File: config.mk
export PLATFORM = sky130hd
export DESIGN_NAME = binomial_coefficient_unit_flat
export DESIGN_NICKNAME = d
export VERILOG_FILES = /design/src/rtl/bcu_pkg.sv /design/src/rtl/bcu_if.sv /design/src/rtl/bcu_datapath.sv /design/src/rtl/bcu_ctrl.sv /design/src/rtl/binomial_coefficient_unit.sv /design/src/flat_wrapper.sv
export SDC_FILE = /design/constraint.sdc
export NUM_CORES = 1
export LEC_CHECK = 0
export BUFFER_PORTS_ARGS = -buffer_cell sky130_fd_sc_hd__clkbuf_2
export CAP_MARGIN = 20
export CORE_MARGIN = 2
export CORE_UTILIZATION = 55
export CTS_CLUSTER_SIZE = 10
export DETAILED_ROUTE_END_ITERATION = 8
export GPL_ROUTABILITY_DRIVEN = 0
export PLACE_DENSITY = 0.74
export RECOVER_POWER = 50
export SETUP_SLACK_MARGIN = 0.1
export SKIP_CTS_REPAIR_TIMING = 1
export SLEW_MARGIN = 25
export SYNTH_ARGS = -nofsm -noshare
export SYNTH_HDL_FRONTEND = slang
export SYNTH_HIERARCHICAL = 1
export SYNTH_SLANG_ARGS = --single-unit
File: constraint.sdc
create_clock -name clk -period 13 [get_ports clk]
set_input_delay 0.65 -clock clk [delete_from_list [all_inputs] [get_ports clk]]
set_output_delay 0.65 -clock clk [all_outputs]
set_load 0.03 [all_outputs]
File: src/rtl/bcu_pkg.sv
// shared types for the binomial coefficient unit
// controller state, datapath command and status words; no dependencies
package bcu_pkg;

	localparam int unsigned CoefWidth = 63;

	typedef enum logic [2:0] {
		ST_IDLE,
		ST_CHECK,
		ST_MUL,
		ST_OVCHK,
		ST_DIV,
		ST_UPDATE,
		ST_FINISH
	} bcu_state_t;

	typedef struct packed {
		logic load;
		logic mul_init;
		logic mul_step;
		logic div_init;
		logic div_step;
		logic acc_update;
		logic set_ovf;
		logic out_load;
	} bcu_cmd_t;

	typedef struct packed {
		logic iter_done;
		logic cnt_zero;
		logic prod_ovf;
	} bcu_status_t;

endpackage

File: src/rtl/bcu_if.sv
// channel interfaces of the binomial coefficient unit
// operand word in, coefficient word out; uses bcu_pkg for the result width
interface bcu_in_if #(parameter int unsigned OPERAND_WIDTH = 16);
	logic                            valid;
	logic                            ready;
	logic signed [OPERAND_WIDTH-1:0] n_value;
	logic signed [OPERAND_WIDTH-1:0] k_value;

	modport source (output valid, output n_value, output k_value, input ready);
	modport sink   (input valid, input n_value, input k_value, output ready);
endinterface

interface bcu_out_if import bcu_pkg::*; ();
	logic                 valid;
	logic                 ready;
	logic [CoefWidth-1:0] coefficient;
	logic                 overflow;

	modport source (output valid, output coefficient, output overflow, input ready);
	modport sink   (input valid, input coefficient, input overflow, output ready);
endinterface

File: src/rtl/bcu_datapath.sv
// datapath: operand normalisation, bit-serial multiply, restoring divide
// driven by bcu_ctrl through bcu_cmd_t; depends on bcu_pkg
module bcu_datapath import bcu_pkg::*; #(
	parameter int unsigned OPERAND_WIDTH = 16,
	parameter int unsigned RESULT_WIDTH  = 64
) (
	input  logic                            clk,
	input  logic signed [OPERAND_WIDTH-1:0] n_in,
	input  logic signed [OPERAND_WIDTH-1:0] k_in,
	input  bcu_cmd_t                        cmd,
	output bcu_status_t                     status,
	output logic [CoefWidth-1:0]            coefficient,
	output logic                            overflow
);
	localparam int unsigned OW   = OPERAND_WIDTH;
	localparam int unsigned AW   = RESULT_WIDTH - 1;
	localparam int unsigned PW   = AW + OW;
	localparam int unsigned MAXS = (AW > OW) ? AW : OW;
	localparam int unsigned CW   = $clog2(MAXS);

	logic [OW-1:0] n_mag, k_mag, hi, lo;
	logic [OW-1:0] k_q, span_q, i_q, fac_q;
	logic [AW-1:0] acc_q, dvd_q;
	logic [PW-1:0] prod_q;
	logic [OW-1:0] rem_q;
	logic [CW-1:0] cnt_q;
	logic          ovf_q;
	logic [OW:0]   trial;
	logic          qbit;

	// magnitudes; the most negative code maps to 2^(OW-1) without wrapping
	assign n_mag = n_in[OW-1] ? (~n_in + 1'b1) : n_in;
	assign k_mag = k_in[OW-1] ? (~k_in + 1'b1) : k_in;
	assign hi    = (n_mag < k_mag) ? k_mag : n_mag;
	assign lo    = (n_mag < k_mag) ? n_mag : k_mag;

	// divide step trial subtraction
	assign trial = {rem_q, dvd_q[AW-1]};
	assign qbit  = trial >= {1'b0, i_q};

	assign status.iter_done = i_q > span_q;
	assign status.cnt_zero  = cnt_q == '0;
	assign status.prod_ovf  = |prod_q[PW-1:AW];

	always_ff @(posedge clk) begin
		if (cmd.load) begin
			k_q    <= lo;
			span_q <= hi - lo;
			i_q    <= {{(OW-1){1'b0}}, 1'b1};
			acc_q  <= {{(AW-1){1'b0}}, 1'b1};
			ovf_q  <= 1'b0;
		end
		// multiply, msb of the factor first
		if (cmd.mul_init) begin
			prod_q <= '0;
			fac_q  <= k_q + i_q;
			cnt_q  <= CW'(OW - 1);
		end
		if (cmd.mul_step) begin
			prod_q <= {prod_q[PW-2:0], 1'b0} + (fac_q[OW-1] ? {{OW{1'b0}}, acc_q} : '0);
			fac_q  <= {fac_q[OW-2:0], 1'b0};
			cnt_q  <= cnt_q - 1'b1;
		end
		// exact divide, one quotient bit a cycle
		if (cmd.div_init) begin
			dvd_q <= prod_q[AW-1:0];
			rem_q <= '0;
			cnt_q <= CW'(AW - 1);
		end
		if (cmd.div_step) begin
			rem_q <= qbit ? OW'(trial - {1'b0, i_q}) : trial[OW-1:0];
			dvd_q <= {dvd_q[AW-2:0], qbit};
			cnt_q <= cnt_q - 1'b1;
		end
		if (cmd.acc_update) begin
			acc_q <= dvd_q;
			i_q   <= i_q + 1'b1;
		end
		if (cmd.set_ovf)
			ovf_q <= 1'b1;
		// result register
		if (cmd.out_load) begin
			coefficient <= ovf_q ? '0 : CoefWidth'(acc_q);
			overflow    <= ovf_q;
		end
	end

endmodule

File: src/rtl/bcu_ctrl.sv
// controller: sequences the multiply and divide passes per iteration
// and owns both handshakes; depends on bcu_pkg
module bcu_ctrl import bcu_pkg::*; (
	input  logic        clk,
	input  logic        arst_n,
	input  logic        in_valid,
	output logic        in_ready,
	output logic        out_valid,
	input  logic        out_ready,
	input  bcu_status_t status,
	output bcu_cmd_t    cmd
);
	bcu_state_t state_q, state_d;
	logic       out_valid_q;

	assign out_valid = out_valid_q;

	// state register and result valid flag
	always_ff @(posedge clk or negedge arst_n) begin
		if (!arst_n) begin
			state_q     <= ST_IDLE;
			out_valid_q <= 1'b0;
		end else begin
			state_q <= state_d;
			if (cmd.out_load)
				out_valid_q <= 1'b1;
			else if (out_ready)
				out_valid_q <= 1'b0;
		end
	end

	// next state and commands
	always_comb begin
		state_d  = state_q;
		cmd      = '0;
		in_ready = 1'b0;
		unique case (state_q)
			ST_IDLE: begin
				in_ready = 1'b1;
				if (in_valid) begin
					cmd.load = 1'b1;
					state_d  = ST_CHECK;
				end
			end
			ST_CHECK: begin
				if (status.iter_done)
					state_d = ST_FINISH;
				else begin
					cmd.mul_init = 1'b1;
					state_d      = ST_MUL;
				end
			end
			ST_MUL: begin
				cmd.mul_step = 1'b1;
				if (status.cnt_zero)
					state_d = ST_OVCHK;
			end
			ST_OVCHK: begin
				if (status.prod_ovf) begin
					cmd.set_ovf = 1'b1;
					state_d     = ST_FINISH;
				end else begin
					cmd.div_init = 1'b1;
					state_d      = ST_DIV;
				end
			end
			ST_DIV: begin
				cmd.div_step = 1'b1;
				if (status.cnt_zero)
					state_d = ST_UPDATE;
			end
			ST_UPDATE: begin
				cmd.acc_update = 1'b1;
				state_d        = ST_CHECK;
			end
			ST_FINISH: begin
				if (!out_valid_q || out_ready) begin
					cmd.out_load = 1'b1;
					state_d      = ST_IDLE;
				end
			end
			default: state_d = ST_IDLE;
		endcase
	end

	// no second word taken while one is in work
	a_busy: assert property (@(posedge clk) disable iff (!arst_n)
		(in_valid && in_ready) |=> !in_ready)
		else $error("operand word accepted while busy");
	// a finished result lands in the output register
	a_load: assert property (@(posedge clk) disable iff (!arst_n)
		cmd.out_load |=> out_valid_q)
		else $error("result load lost");
	// divide pass ends in the accumulator update
	a_div: assert property (@(posedge clk) disable iff (!arst_n)
		(state_q == ST_DIV && status.cnt_zero) |=> state_q == ST_UPDATE)
		else $error("divide pass did not end in update");

endmodule

File: src/rtl/binomial_coefficient_unit.sv
// top level of the binomial coefficient unit: controller plus datapath
// depends on bcu_pkg, bcu_if, bcu_ctrl, bcu_datapath
//
//  channel   dir  payload                         handshake
//  in_chan   in   n_value, k_value (signed)       valid/ready
//  out_chan  out  coefficient[62:0], overflow     valid/ready
//
// one word at a time; each iteration of the multiplicative rule runs a check,
// a shift-add multiply pass, an overflow check, a restoring divide pass and
// an accumulator update, and a word takes span iterations, span being the
// larger magnitude less the smaller; an overflow cuts it short.
// reset returns the controller to idle with no result pending; a stalled
// output holds its word, and a new operand word may be taken meanwhile, but
// its result waits until the held word is taken.
module binomial_coefficient_unit import bcu_pkg::*; #(
	parameter int unsigned OPERAND_WIDTH = 16,
	parameter int unsigned RESULT_WIDTH  = 64
) (
	input logic clk,
	input logic arst_n,
	bcu_in_if.sink    in_chan,
	bcu_out_if.source out_chan
);
	bcu_cmd_t    cmd;
	bcu_status_t status;

	bcu_ctrl u_ctrl (
		.clk       (clk),
		.arst_n    (arst_n),
		.in_valid  (in_chan.valid),
		.in_ready  (in_chan.ready),
		.out_valid (out_chan.valid),
		.out_ready (out_chan.ready),
		.status    (status),
		.cmd       (cmd)
	);

	bcu_datapath #(
		.OPERAND_WIDTH (OPERAND_WIDTH),
		.RESULT_WIDTH  (RESULT_WIDTH)
	) u_dp (
		.clk         (clk),
		.n_in        (in_chan.n_value),
		.k_in        (in_chan.k_value),
		.cmd         (cmd),
		.status      (status),
		.coefficient (out_chan.coefficient),
		.overflow    (out_chan.overflow)
	);

endmodule

File: src/flat_wrapper.sv
// flat-port wrapper written by rule: the top's interface ports become plain ports
module binomial_coefficient_unit_flat import bcu_pkg::*;
#(
	parameter int unsigned OPERAND_WIDTH = 16,
	parameter int unsigned RESULT_WIDTH  = 64
)
  (clk, arst_n, in_chan_valid, in_chan_n_value, in_chan_k_value, in_chan_ready, out_chan_valid, out_chan_coefficient, out_chan_overflow, out_chan_ready);
  bcu_in_if #(.OPERAND_WIDTH(OPERAND_WIDTH)) in_chan_i ();
  bcu_out_if out_chan_i ();
  input logic clk;
  input logic arst_n;
  input wire logic [$bits(in_chan_i.valid)-1:0] in_chan_valid;
  input wire logic [$bits(in_chan_i.n_value)-1:0] in_chan_n_value;
  input wire logic [$bits(in_chan_i.k_value)-1:0] in_chan_k_value;
  output wire logic [$bits(in_chan_i.ready)-1:0] in_chan_ready;
  output wire logic [$bits(out_chan_i.valid)-1:0] out_chan_valid;
  output wire logic [$bits(out_chan_i.coefficient)-1:0] out_chan_coefficient;
  output wire logic [$bits(out_chan_i.overflow)-1:0] out_chan_overflow;
  input wire logic [$bits(out_chan_i.ready)-1:0] out_chan_ready;
  assign in_chan_i.valid = in_chan_valid;
  assign in_chan_i.n_value = in_chan_n_value;
  assign in_chan_i.k_value = in_chan_k_value;
  assign in_chan_ready = in_chan_i.ready;
  assign out_chan_valid = out_chan_i.valid;
  assign out_chan_coefficient = out_chan_i.coefficient;
  assign out_chan_overflow = out_chan_i.overflow;
  assign out_chan_i.ready = out_chan_ready;
  binomial_coefficient_unit #(.OPERAND_WIDTH(OPERAND_WIDTH), .RESULT_WIDTH(RESULT_WIDTH)) u_core (.clk(clk), .arst_n(arst_n), .in_chan(in_chan_i), .out_chan(out_chan_i));
endmodule
==> results of run 1 <==
placed cells by master, fill, tap and decap left out, types with 21 or more instances in the layout:
cell	Yosys	layout
inv_1	103	104
clkbuf_2	0	33
nand2_1	112	111
nor2b_1	91	91
a31oi_1	21	21
nand3_1	40	40
and2_1	173	127
o21ai_0	79	80
nand4_1	27	27
a21oi_1	122	121
nor3_1	26	27
and2_0	1	47
a21o_1	59	59
mux2_2	62	61
xor2_1	49	49
ha_1	129	129
mux2i_1	24	24
clkbuf_16	0	42
nor2_1	132	129
xnor2_1	86	86
o21bai_1	22	22
clkbuf_1	69	84
edfxtp_1	354	354
registers in the layout (all words and copies together), names as in the netlist, 16 cells and up:
register                 cells
u_core/u_dp/k_q             16
u_core/u_dp/rem_q           16
u_core/u_dp/span_q          16
u_core/u_dp/fac_q           16
u_core/u_dp/coefficient     63
u_core/u_dp/dvd_q           63
u_core/u_dp/acc_q           63
u_core/u_dp/i_q             16
u_core/u_dp/prod_q          79
cell families after synthesis:
kind of cell	count (synthesis)
buffers and inverters	185
AOI/OAI and AO/OA	434
muxes	86
xor gates and xnor gates	135
and+or+nand+nor	708
DFF	360
adders and majority gates	132
worst max-delay path: stages (launching register included):
cell,delay [ns]
edfxtp_1,0.46
buf_4,0.30
nand2_1,0.21
inv_1,0.06
ha_1,0.27
a21o_1,0.11
a21oi_1,0.08
o21ai_0,0.48
a211oi_1,0.26
nor4b_1,0.81
o2111a_1,0.31
a21oi_1,0.10
o21ai_1,0.43
a2bb2oi_1,0.38
or4b_2,0.68
o21ai_0,0.08
routing by layer:
metal	wire [um]	global-route usage
met4	1070	0.0660
met5	0	0
met2	22000	0.380
met3	1980	0.0298
met1	21100	0.300
area by class of cell:
| class | count | area share |
|---|---|---|
| Multi-Input combinational cell | 1495 | 0.440 |
| Inverter | 105 | 0.0164 |
| Sequential cell | 360 | 0.448 |
| Timing Repair Buffer | 116 | 0.0214 |
| Clock inverter | 6 | 0.00193 |
| Tap cell | 525 | 0.0273 |
| Clock buffer | 51 | 0.0452 |
where the power goes:
part	internal [mW]	switching [mW]
sequential	1.86	0.209
combinational	0.978	1.53
clock	0.582	0.435
worst paths after layout:
path / cells past startpoint / startpoint / slack [ns] / to
worst min register to register: 1 / u_core/u_dp/ovf_q / 0.45 / u_core/u_dp/ovf_q
worst min-delay path: 1 / u_core/u_dp/ovf_q / 0.45 / u_core/u_dp/ovf_q
max in group asynchronous: 2 / arst_n / 12.33 / u_core/u_ctrl/state_q[2]
worst max register to register: 15 / u_core/u_dp/fac_q[15] / 7.74 / u_core/u_dp/prod_q[70]
worst max-delay path: 15 / u_core/u_dp/fac_q[15] / 7.74 / u_core/u_dp/prod_q[70]
min in group asynchronous: 2 / arst_n / 0.47 / u_core/u_ctrl/out_valid
==> results.py, run 1 <==
metrics = {
    "clocking": {
        "cts_buffers": 42,
        "clk_latency_ns": 0.55,
        "htree_levels": 2,
        "cts.sinks": 360,
        "cts_tree": "done",
        "clk_pin_slew_ns": 0.06,
        "root_buffer": "clkbuf_16",
        "cts_buffer_depth": 3,
    },
    "sta": {
        "holdWs_ns": 0.450,
        "fin_worst_skew_ns": 0.0205,
        "grt_setup_unrepaired": "no",
        "fmax_mhz": 190,
        "slew_violations": 420,
        "min_period_ns": 5.26,
        "setup_violations": 0,
        "finalSetupTns_ns": 0,
        "max_slew_margin": -1.44,
        "finalHoldViolations": 0,
        "layout_setup_ws_ns": 7.74,
        "post-route-period-util": 0.405,
        "worst_pin_slew_ns": 3.66,
    },
    "floorplan": {
        "pin_count": 102,
        "core_sq_um": 39600,
        "die_y_um": 204,
        "initial_core_util": 0.555,
        "fp.dieW_um": 204,
        "dieArea_sq_um": 41600,
        "rows": 73,
    },
    "synthesis": {
        "post-synth-top-count-cell": "edfxtp_1",
        "synth_top_area_frac": 0.483,
        "synthXorXnorAreaFrac": 0.0538,
        "syn_inst": 2040,
        "seq_area_frac_synth": 0.490,
        "yosys-top-cells-area": "edfxtp_1, ha_1, and2_1",
        "yosys.area_share.simple": 0.174,
        "synthMuxAreaShare": 0.0427,
        "async_flop_share": 0.0111,
        "synthAdderAreaFrac": 0.0761,
        "synth_compound_area_frac": 0.132,
        "synth_area_leader_cell": "edfxtp_1",
        "yosysUniqueCellTypes": 84,
        "synth_top_cells_by_count": "edfxtp_1, and2_1, nor2_1",
        "ys_ff_latch": 360,
        "synth_fp_nets": 2208,
        "synth-edff-count": 354,
        "avgSynthCellArea_sq_um": 10.8,
        "synth_top_family_by_area": "simple AND/OR/NAND/NOR gates",
        "synth-main-ff-cell": "edfxtp_1",
        "yosysWarnings": 6,
        "syn_area_sq_um": 22000,
    },
    "setup_path": {
        "arrival_ns": 5.65,
        "crit_fanout": 57,
        "worstSetupPathType": "flip-flop to flip-flop",
        "start_kind": "flip-flop",
        "endpoint_kind": "flip-flop",
        "cp.required_ns": 13.39,
    },
    "route": {
        "wirelength_mm": 46.2,
        "drc": 0,
        "wl_per_cell_um": 17.4,
        "vias_per_cell": 5.85,
        "drtPass1Iterations": 5,
        "ant_nets": 0,
        "vias": 15557,
        "drt-initial-drc-count": 937,
    },
    "final_layout": {
        "syn_to_final_growth_pct": 9.23,
        "post-route-util": 0.606,
        "n_fill_cell": 3341,
        "n_antenna_cell": 0,
        "drive_above_1_share": 0.0830,
        "seqCellArea_sq_um": 10800,
        "multiInputGateArea_sq_um": 10600,
        "final_cells": 2658,
        "final_net_count": 2288,
        "stdcell_area_sq_um": 24000,
    },
    "place": {
        "hpwl_mm": 32.2,
        "placed_cells": 2599,
        "portBuffers": 101,
        "placed_cell_area_sq_um": 23000,
        "dp_slack_ns": 7.37,
    },
    "global_routing": {
        "overflow": 0,
        "grt_max_degree": 81,
        "grt_pass1_vias": 15222,
        "antenna_found_initial": 0,
        "grt_usage": 0.223,
        "grt_first_pass_wirelength_mm": 75.9,
    },
    "status": {
        "status": "finished, violations left",
        "violations": "max-capacitance violations, max-slew violations",
    },
    "pwr": {
        "peakVddDrop_uv": 145,
        "power_density_nw_per_um2": 233,
        "p_leak_nw": 9.22,
        "finalPower_mw": 5.59,
    },
    "min_path": {
        "hp-class": "flip-flop to flip-flop",
    },
    "run": {
        "drv_cap": 8,
    },
}
Power figures use the tool's default switching activity.
==> run 2: changes to the inputs <==
ABC_AREA = 1   (was not set)
PLACE_DENSITY = 0.76   (was 0.74)
clock period = 4.7 ns   (was 13 ns; I/O delays follow)
==> run 2 against run 1 <==
The run still ends with max-capacitance violations, max-slew violations left; largest power group unchanged; maximum frequency grew 24%; wire length grew 18%; register-to-register slack lost 7.3 ns; largest cell class unchanged.
==> results.py, run 2 <==
metrics = {
    "sta": {
        "finalHoldViolations": 0,
        "worst_pin_slew_ns": 2.97,
        "fin_worst_skew_ns": 0.0200,
        "finalSetupTns_ns": 0,
        "min_period_ns": 4.23,
        "holdWs_ns": 0.0406,
        "grt_setup_unrepaired": "no",
        "fmax_mhz": 237,
        "setup_violations": 0,
        "max_slew_margin": -0.981,
        "post-route-period-util": 0.900,
        "slew_violations": 320,
    },
    "clocking": {
        "cts.sinks": 360,
        "cts_buffers": 43,
        "cts_buffer_depth": 3,
        "cts_tree": "done",
        "clk_pin_slew_ns": 0.06,
        "htree_levels": 2,
        "root_buffer": "clkbuf_16",
        "clk_latency_ns": 0.56,
    },
    "floorplan": {
        "die_y_um": 210,
        "dieArea_sq_um": 44100,
        "pin_count": 102,
        "initial_core_util": 0.557,
        "fp.dieW_um": 210,
        "rows": 75,
        "core_sq_um": 41900,
    },
    "status": {
        "violations": "max-capacitance violations, max-slew violations",
        "status": "finished, violations left",
    },
    "route": {
        "drtPass1Iterations": 5,
        "vias": 19542,
        "drc": 0,
        "wl_per_cell_um": 15.1,
        "wirelength_mm": 54.4,
        "vias_per_cell": 5.44,
        "ant_nets": 0,
        "drt-initial-drc-count": 1855,
    },
    "final_layout": {
        "largest_register": "u_core/u_dp/prod_q",
        "n_antenna_cell": 0,
        "multiInputGateArea_sq_um": 10100,
        "drive_above_1_share": 0.0514,
        "syn_to_final_growth_pct": 9.42,
        "largest_reg_flops": 79,
        "final_cell_mix": "nand2_1, inv_1, edfxtp_1, nor2_1, a21oi_1",
        "stdcell_area_sq_um": 25600,
        "seqCellArea_sq_um": 10800,
        "n_fill_cell": 3595,
        "final_net_count": 3207,
        "final_common_cell": "nand2_1",
    },
    "setup_path": {
        "arrival_ns": 4.54,
        "crit_fanout": 42,
        "endpoint_kind": "flip-flop",
        "worstSetupPathType": "flip-flop to flip-flop",
        "cp.required_ns": 5.01,
        "start_kind": "flip-flop",
    },
    "synthesis": {
        "syn_area_sq_um": 23400,
        "async_flop_share": 0.0111,
        "synth_area_leader_cell": "edfxtp_1",
        "yosysUniqueCellTypes": 56,
        "yosys-top-cells-area": "edfxtp_1, nand2_1, inv_1",
        "ys_ff_latch": 360,
        "synth-edff-count": 354,
        "synth_top_cells_by_count": "nand2_1, inv_1, edfxtp_1",
        "synth_fp_nets": 3103,
        "synth_top_area_frac": 0.455,
        "yosysWarnings": 6,
        "synth-main-ff-cell": "edfxtp_1",
        "post-synth-top-count-cell": "nand2_1",
        "avgSynthCellArea_sq_um": 7.96,
        "seq_area_frac_synth": 0.461,
        "syn_inst": 2935,
    },
    "pwr": {
        "power_density_nw_per_um2": 647,
        "p_leak_nw": 12.0,
        "peakVddDrop_uv": 458,
    },
    "min_path": {
        "hp-class": "primary input to asynchronous set/reset pin",
    },
    "place": {
        "portBuffers": 101,
        "placed_cell_area_sq_um": 24400,
        "hpwl_mm": 39.8,
    },
    "run": {
        "drv_cap": 6,
    },
    "global_routing": {
        "grt_first_pass_wirelength_mm": 90.5,
        "overflow": 0,
        "antenna_found_initial": 0,
        "grt_pass1_vias": 19173,
        "grt_usage": 0.248,
        "grt_max_degree": 85,
    },
}
run 2: changes by cell type after synthesis, sizes merged, moves of 62 or more:
cell	delta
and2	-172
nand2	+587
xnor2	-79
nor2b	-91
o21ai	+109
inv	+486
mux2	-62
nor2	+184
a21oi	+137
run 2: final timing paths:
kind                                             from                  endpoint  slack (ns)  depth (start not counted)
min in group clk                   in_chan_k_value[0]     u_core/u_dp/span_q[0]        0.17                          3
worst min register to register      u_core/u_dp/ovf_q         u_core/u_dp/ovf_q        0.46                          2
max in group asynchronous                      arst_n  u_core/u_ctrl/state_q[2]        4.47                          2
worst max-delay path            u_core/u_dp/fac_q[15]    u_core/u_dp/prod_q[71]        0.47                         17
worst min-delay path                           arst_n   u_core/u_ctrl/out_valid        0.04                          2
worst max register to register  u_core/u_dp/fac_q[15]    u_core/u_dp/prod_q[71]        0.47                         17
run 2: where the power goes:
group | internal (mW) | switching (mW)
Clock | 1.79 | 1.22
Combinational | 2.29 | 5.45
Sequential | 5.18 | 0.596
Total | 9.26 | 7.27
run 2: layout make-up:
cell class / count / area share
Clock buffer: 59 / 0.0465
Clock inverter: 3 / 0.00152
Inverter: 590 / 0.0866
Multi-Input combinational cell: 1925 / 0.396
Sequential cell: 360 / 0.421
Tap cell: 539 / 0.0264
Timing Repair Buffer: 119 / 0.0216
run 2: critical path, cell delays in order (launching register included):
cell      delay (ns)
edfxtp_1        0.32
buf_4           0.39
nand2_1         0.10
inv_1           0.09
ha_1            0.31
a21oi_1         0.21
inv_1           0.08
a31oi_1         0.25
o21ai_0         0.21
a21oi_1         0.21
o21ai_0         0.11
a21oi_1         0.44
inv_1           0.18
a21o_1          0.26
a21boi_0        0.42
nor3_1          0.14
o21ai_0         0.18
nor2_1          0.05
run 2: per-layer routing:
metal,GRT usage,wire [um],share of wire
met5,0,0,0
met1,0.314,23400,0.43
met2,0.430,26200,0.48
met4,0.110,1940,0.036
met3,0.0295,2800,0.051
run 2: logic make-up after synthesis:
kind of cell,after synthesis,synth area share
DFF,360,0.461
AOI/OAI and AO/OA,555,0.130
and+or+nand+nor,1191,0.214
buffers and inverters,650,0.106
xor gates and xnor gates,47,0.0176
adders and majority gates,132,0.0717
run 2: through the flow:
stage	utilization	setup slack (ns)	total power [mW]	std cells
after floorplan	-	0.526	11.4	2935
after global placement	0.582	0.604	13.2	3529
after detailed placement	0.583	0.301	13.4	3530
after CTS	0.612	0.667	16.5	3592
after global routing	0.609	0.294	17.8	3595
final	0.609	0.472	16.5	3595
==> run 3: changes to the inputs <==
CORE_ASPECT_RATIO = 0.9   (was not set)
SYNTH_HIERARCHICAL = not set   (was 1)
==> run 3 against run 2 <==
First-iteration DRC count is 8.5% lower; power is 57% lower; combinational power is 92% lower; maximum frequency is 0.54% lower; highest routed layer unchanged; largest cell class unchanged; critical path depth is 1 higher; critical endpoint is now u_core.u_dp.prod_q[76]; the run ends with negative hold slack, max-capacitance violations, max-slew violations left; global-route usage is 0.26 points higher; synthesized cell count is 6.2% lower; sequential share of layout area is 1.1 points higher; worst hold slack worse by 0.049 ns.
==> results.py, run 3 <==
metrics = {
    "floorplan": {
        "initial_core_util": 0.558,
        "fp.dieW_um": 218,
        "rows": 70,
        "core_sq_um": 40600,
        "dieArea_sq_um": 42900,
        "pin_count": 102,
        "die_y_um": 197,
    },
    "place": {
        "portBuffers": 101,
        "hpwl_mm": 38.8,
    },
    "route": {
        "vias_per_cell": 5.51,
        "wl_per_cell_um": 15.6,
        "wirelength_mm": 53.5,
        "drtPass1Iterations": 8,
        "drt-initial-drc-count": 1697,
        "ant_nets": 0,
        "vias": 18865,
        "drc": 0,
    },
    "sta": {
        "min_period_ns": 4.25,
        "max_slew_margin": -0.950,
        "slew_violations": 445,
        "post-route-period-util": 0.905,
        "fmax_mhz": 235,
        "grt_setup_unrepaired": "no",
        "setup_violations": 0,
        "fin_worst_skew_ns": 0.0328,
        "finalSetupTns_ns": 0,
        "worst_pin_slew_ns": 2.93,
        "holdWs_ns": -0.00805,
        "finalHoldViolations": 1,
    },
    "pwr": {
        "clock_power_share": 0.421,
        "pwr-share-seq": 0.494,
        "p_int_mw": 5.43,
        "peakVddDrop_uv": 260,
        "p_leak_nw": 10.4,
        "power_frac_comb": 0.085,
        "power_density_nw_per_um2": 285,
        "p_sw_frac": 0.236,
        "switchingPower_mw": 1.67,
        "finalPower_mw": 7.10,
    },
    "final_layout": {
        "n_antenna_cell": 0,
        "final_net_count": 3030,
        "n_fill_cell": 3538,
        "final_cell_mix": "inv_1, nand2_1, edfxtp_1, nor2_1, a21oi_1",
        "largest_reg_flops": 79,
        "syn_to_final_growth_pct": 9.91,
        "drive_above_1_share": 0.0496,
        "post-route-util": 0.613,
        "final_common_cell": "inv_1",
        "largest_register": "u_core.u_dp.prod_q",
    },
    "setup_path": {
        "r2r-start": "u_core.u_dp.fac_q[15]",
        "r2r_cells": 18,
        "cpPeakStageDelay_ns": 0.80,
        "arrival_ns": 4.57,
        "worstSetupPathType": "flip-flop to flip-flop",
        "rrSetupSlack_ns": 0.45,
        "crit_fanout": 17,
        "crit_chain": "nand2_1 -> inv_1 -> ha_1 -> nor2_1 -> nand2_1 -> o21ai_0 -> inv_1 -> a21oi_1 -> o21ai_0 -> nand2_1 -> nand2_1 -> a31oi_1 -> o21ai_0 -> a21oi_1 -> o2bb2ai_1 -> nand3_1 -> nand2_1 -> nor2_1",
        "crit_slowest_cell": "edfxtp_1",
        "start_kind": "flip-flop",
        "cp.required_ns": 5.02,
        "r2r-end": "u_core.u_dp.prod_q[76]",
        "endpoint_kind": "flip-flop",
        "crit_top_cell": "nand2_1",
    },
    "synthesis": {
        "synth_area_leader_cell": "edfxtp_1",
        "synth_top_cells_by_count": "inv_1, nand2_1, edfxtp_1",
        "yosysUniqueCellTypes": 58,
        "synth_compound_area_frac": 0.144,
        "seq_area_frac_synth": 0.475,
        "syn_area_sq_um": 22700,
        "syn_inst": 2753,
        "synthAdderAreaFrac": 0.0744,
        "ys_ff_latch": 360,
        "synthXorXnorAreaFrac": 0.0216,
        "yosysWarnings": 0,
        "synth_fp_nets": 2922,
        "yosys.area_share.simple": 0.188,
        "async_flop_share": 0.0111,
        "post-synth-top-count-cell": "inv_1",
        "synth_top_family_by_area": "simple AND/OR/NAND/NOR gates",
        "synth-main-ff-cell": "edfxtp_1",
        "synth_top_area_frac": 0.469,
        "avgSynthCellArea_sq_um": 8.23,
        "synth-edff-count": 354,
        "synthMuxAreaShare": 0,
        "yosys-top-cells-area": "edfxtp_1, inv_1, nand2_1",
    },
    "clocking": {
        "cts_buffers": 43,
        "htree_levels": 2,
        "cts.sinks": 360,
        "clk_pin_slew_ns": 0.05,
        "cts_buffer_depth": 3,
        "clk_latency_ns": 0.58,
        "root_buffer": "clkbuf_16",
        "cts_tree": "done",
    },
    "run": {
        "drv_cap": 6,
    },
    "global_routing": {
        "grt_usage": 0.251,
        "grt_pass1_vias": 18256,
        "grt_first_pass_wirelength_mm": 88.3,
        "grt_max_degree": 129,
        "overflow": 0,
        "antenna_found_initial": 0,
    },
    "status": {
        "violations": "negative hold slack, max-capacitance violations, max-slew violations",
        "status": "finished, violations left",
    },
    "min_path": {
        "min_to": "u_core.u_ctrl.out_valid",
        "hold_depth": 4,
        "hp-class": "primary input to flip-flop",
        "min_from": "out_chan_ready",
    },
}
[run 3: changes by cell type after synthesis, moves of 11 or more]
cell	before	now
nand2_1	670	492
o21bai_1	14	3
inv_1	584	519
nor2_1	312	352
o21ai_0	180	237
xnor2_1	7	18
[run 3: power by group through the flow]
stage	Clock, mW	Combinational [mW]	Sequential (mW)
6_report	2.99	0.607	3.51
4_1_cts	3.03	0.596	3.51
3_3_place_gp	0	0.578	3.57
3_5_place_dp	0	0.592	3.57
2_1_floorplan	0	0.456	3.57
5_1_grt	3.15	0.682	3.50
[run 3: cell type report]
| type | count | area, sq um | area share |
|---|---|---|---|
| flip-flops and latches | 360 | 10800 | 0.432 |
| multi-input cells | 1815 | 9740 | 0.391 |
| inverters | 523 | 1960 | 0.0788 |
| clock buffers | 59 | 1170 | 0.0469 |
| well taps | 540 | 676 | 0.0271 |
| repair buffers | 118 | 553 | 0.0222 |
| clock inverters | 7 | 45.0 | 0.00181 |
[run 3: stage by stage]
| step | hold WS [ns] | area, sq um | setup slack [ns] | cells |
|---|---|---|---|---|
| global route | 0.0262 | 24900 | 0.128 | 3422 |
| detailed placement | 0.0516 | 23800 | 0.517 | 3355 |
| CTS | -0.531 | 25000 | 0.642 | 3421 |
| floorplan | -0.0606 | 22700 | 0.376 | 2753 |
| global placement | 0.0435 | 23800 | 0.591 | 3355 |
| finish | -0.00805 | 24900 | 0.449 | 3422 |
[run 3: kinds of logic (layout without fill, tap and decap cells)]
family,count (synthesis),in the layout
XOR/XNOR,56,56
AND/OR/NAND/NOR,1026,1026
buffers and inverters,578,707
adder cells (fa/ha/maj),133,133
flip-flops,360,360
AO/OA/AOI/OAI,600,600
[run 3: critical path, delay by kind of cell (launching register included)]
family,cells,cell delay (ns)
AOI/OAI and AO/OA,7,2.04
adders and majority gates,1,0.16
buffers and inverters,2,0.20
DFF,1,0.80
and+or+nand+nor,8,0.80
[run 3: layer usage]
| metal | vias to the layer above | routed length, um | global-route usage |
|---|---|---|---|
| met5 | - | 0 | 0 |
| met4 | 0 | 1740 | 0.0915 |
| met3 | 147 | 3340 | 0.0370 |
| met2 | 657 | 24900 | 0.417 |
| met1 | 8710 | 23500 | 0.335 |
| li1 | 9351 | - | - |
[run 3: how the worst max path moves through the flow]
stage / startpoint / end / slack [ns] / depth (start not counted)
global route: u_core.u_dp.fac_q[15] / u_core.u_dp.prod_q[76] / 0.13 / 18
global placement: in_chan_k_value[0] / u_core.u_dp.span_q[14] / 0.59 / 24
floorplan: u_core.u_ctrl.state_q[0] / u_core.u_dp.acc_q[0] / 0.38 / 5
detailed placement: in_chan_k_value[0] / u_core.u_dp.span_q[10] / 0.52 / 24
finish: u_core.u_dp.fac_q[15] / u_core.u_dp.prod_q[76] / 0.45 / 18
CTS: u_core.u_dp.fac_q[15] / u_core.u_dp.prod_q[76] / 0.64 / 18
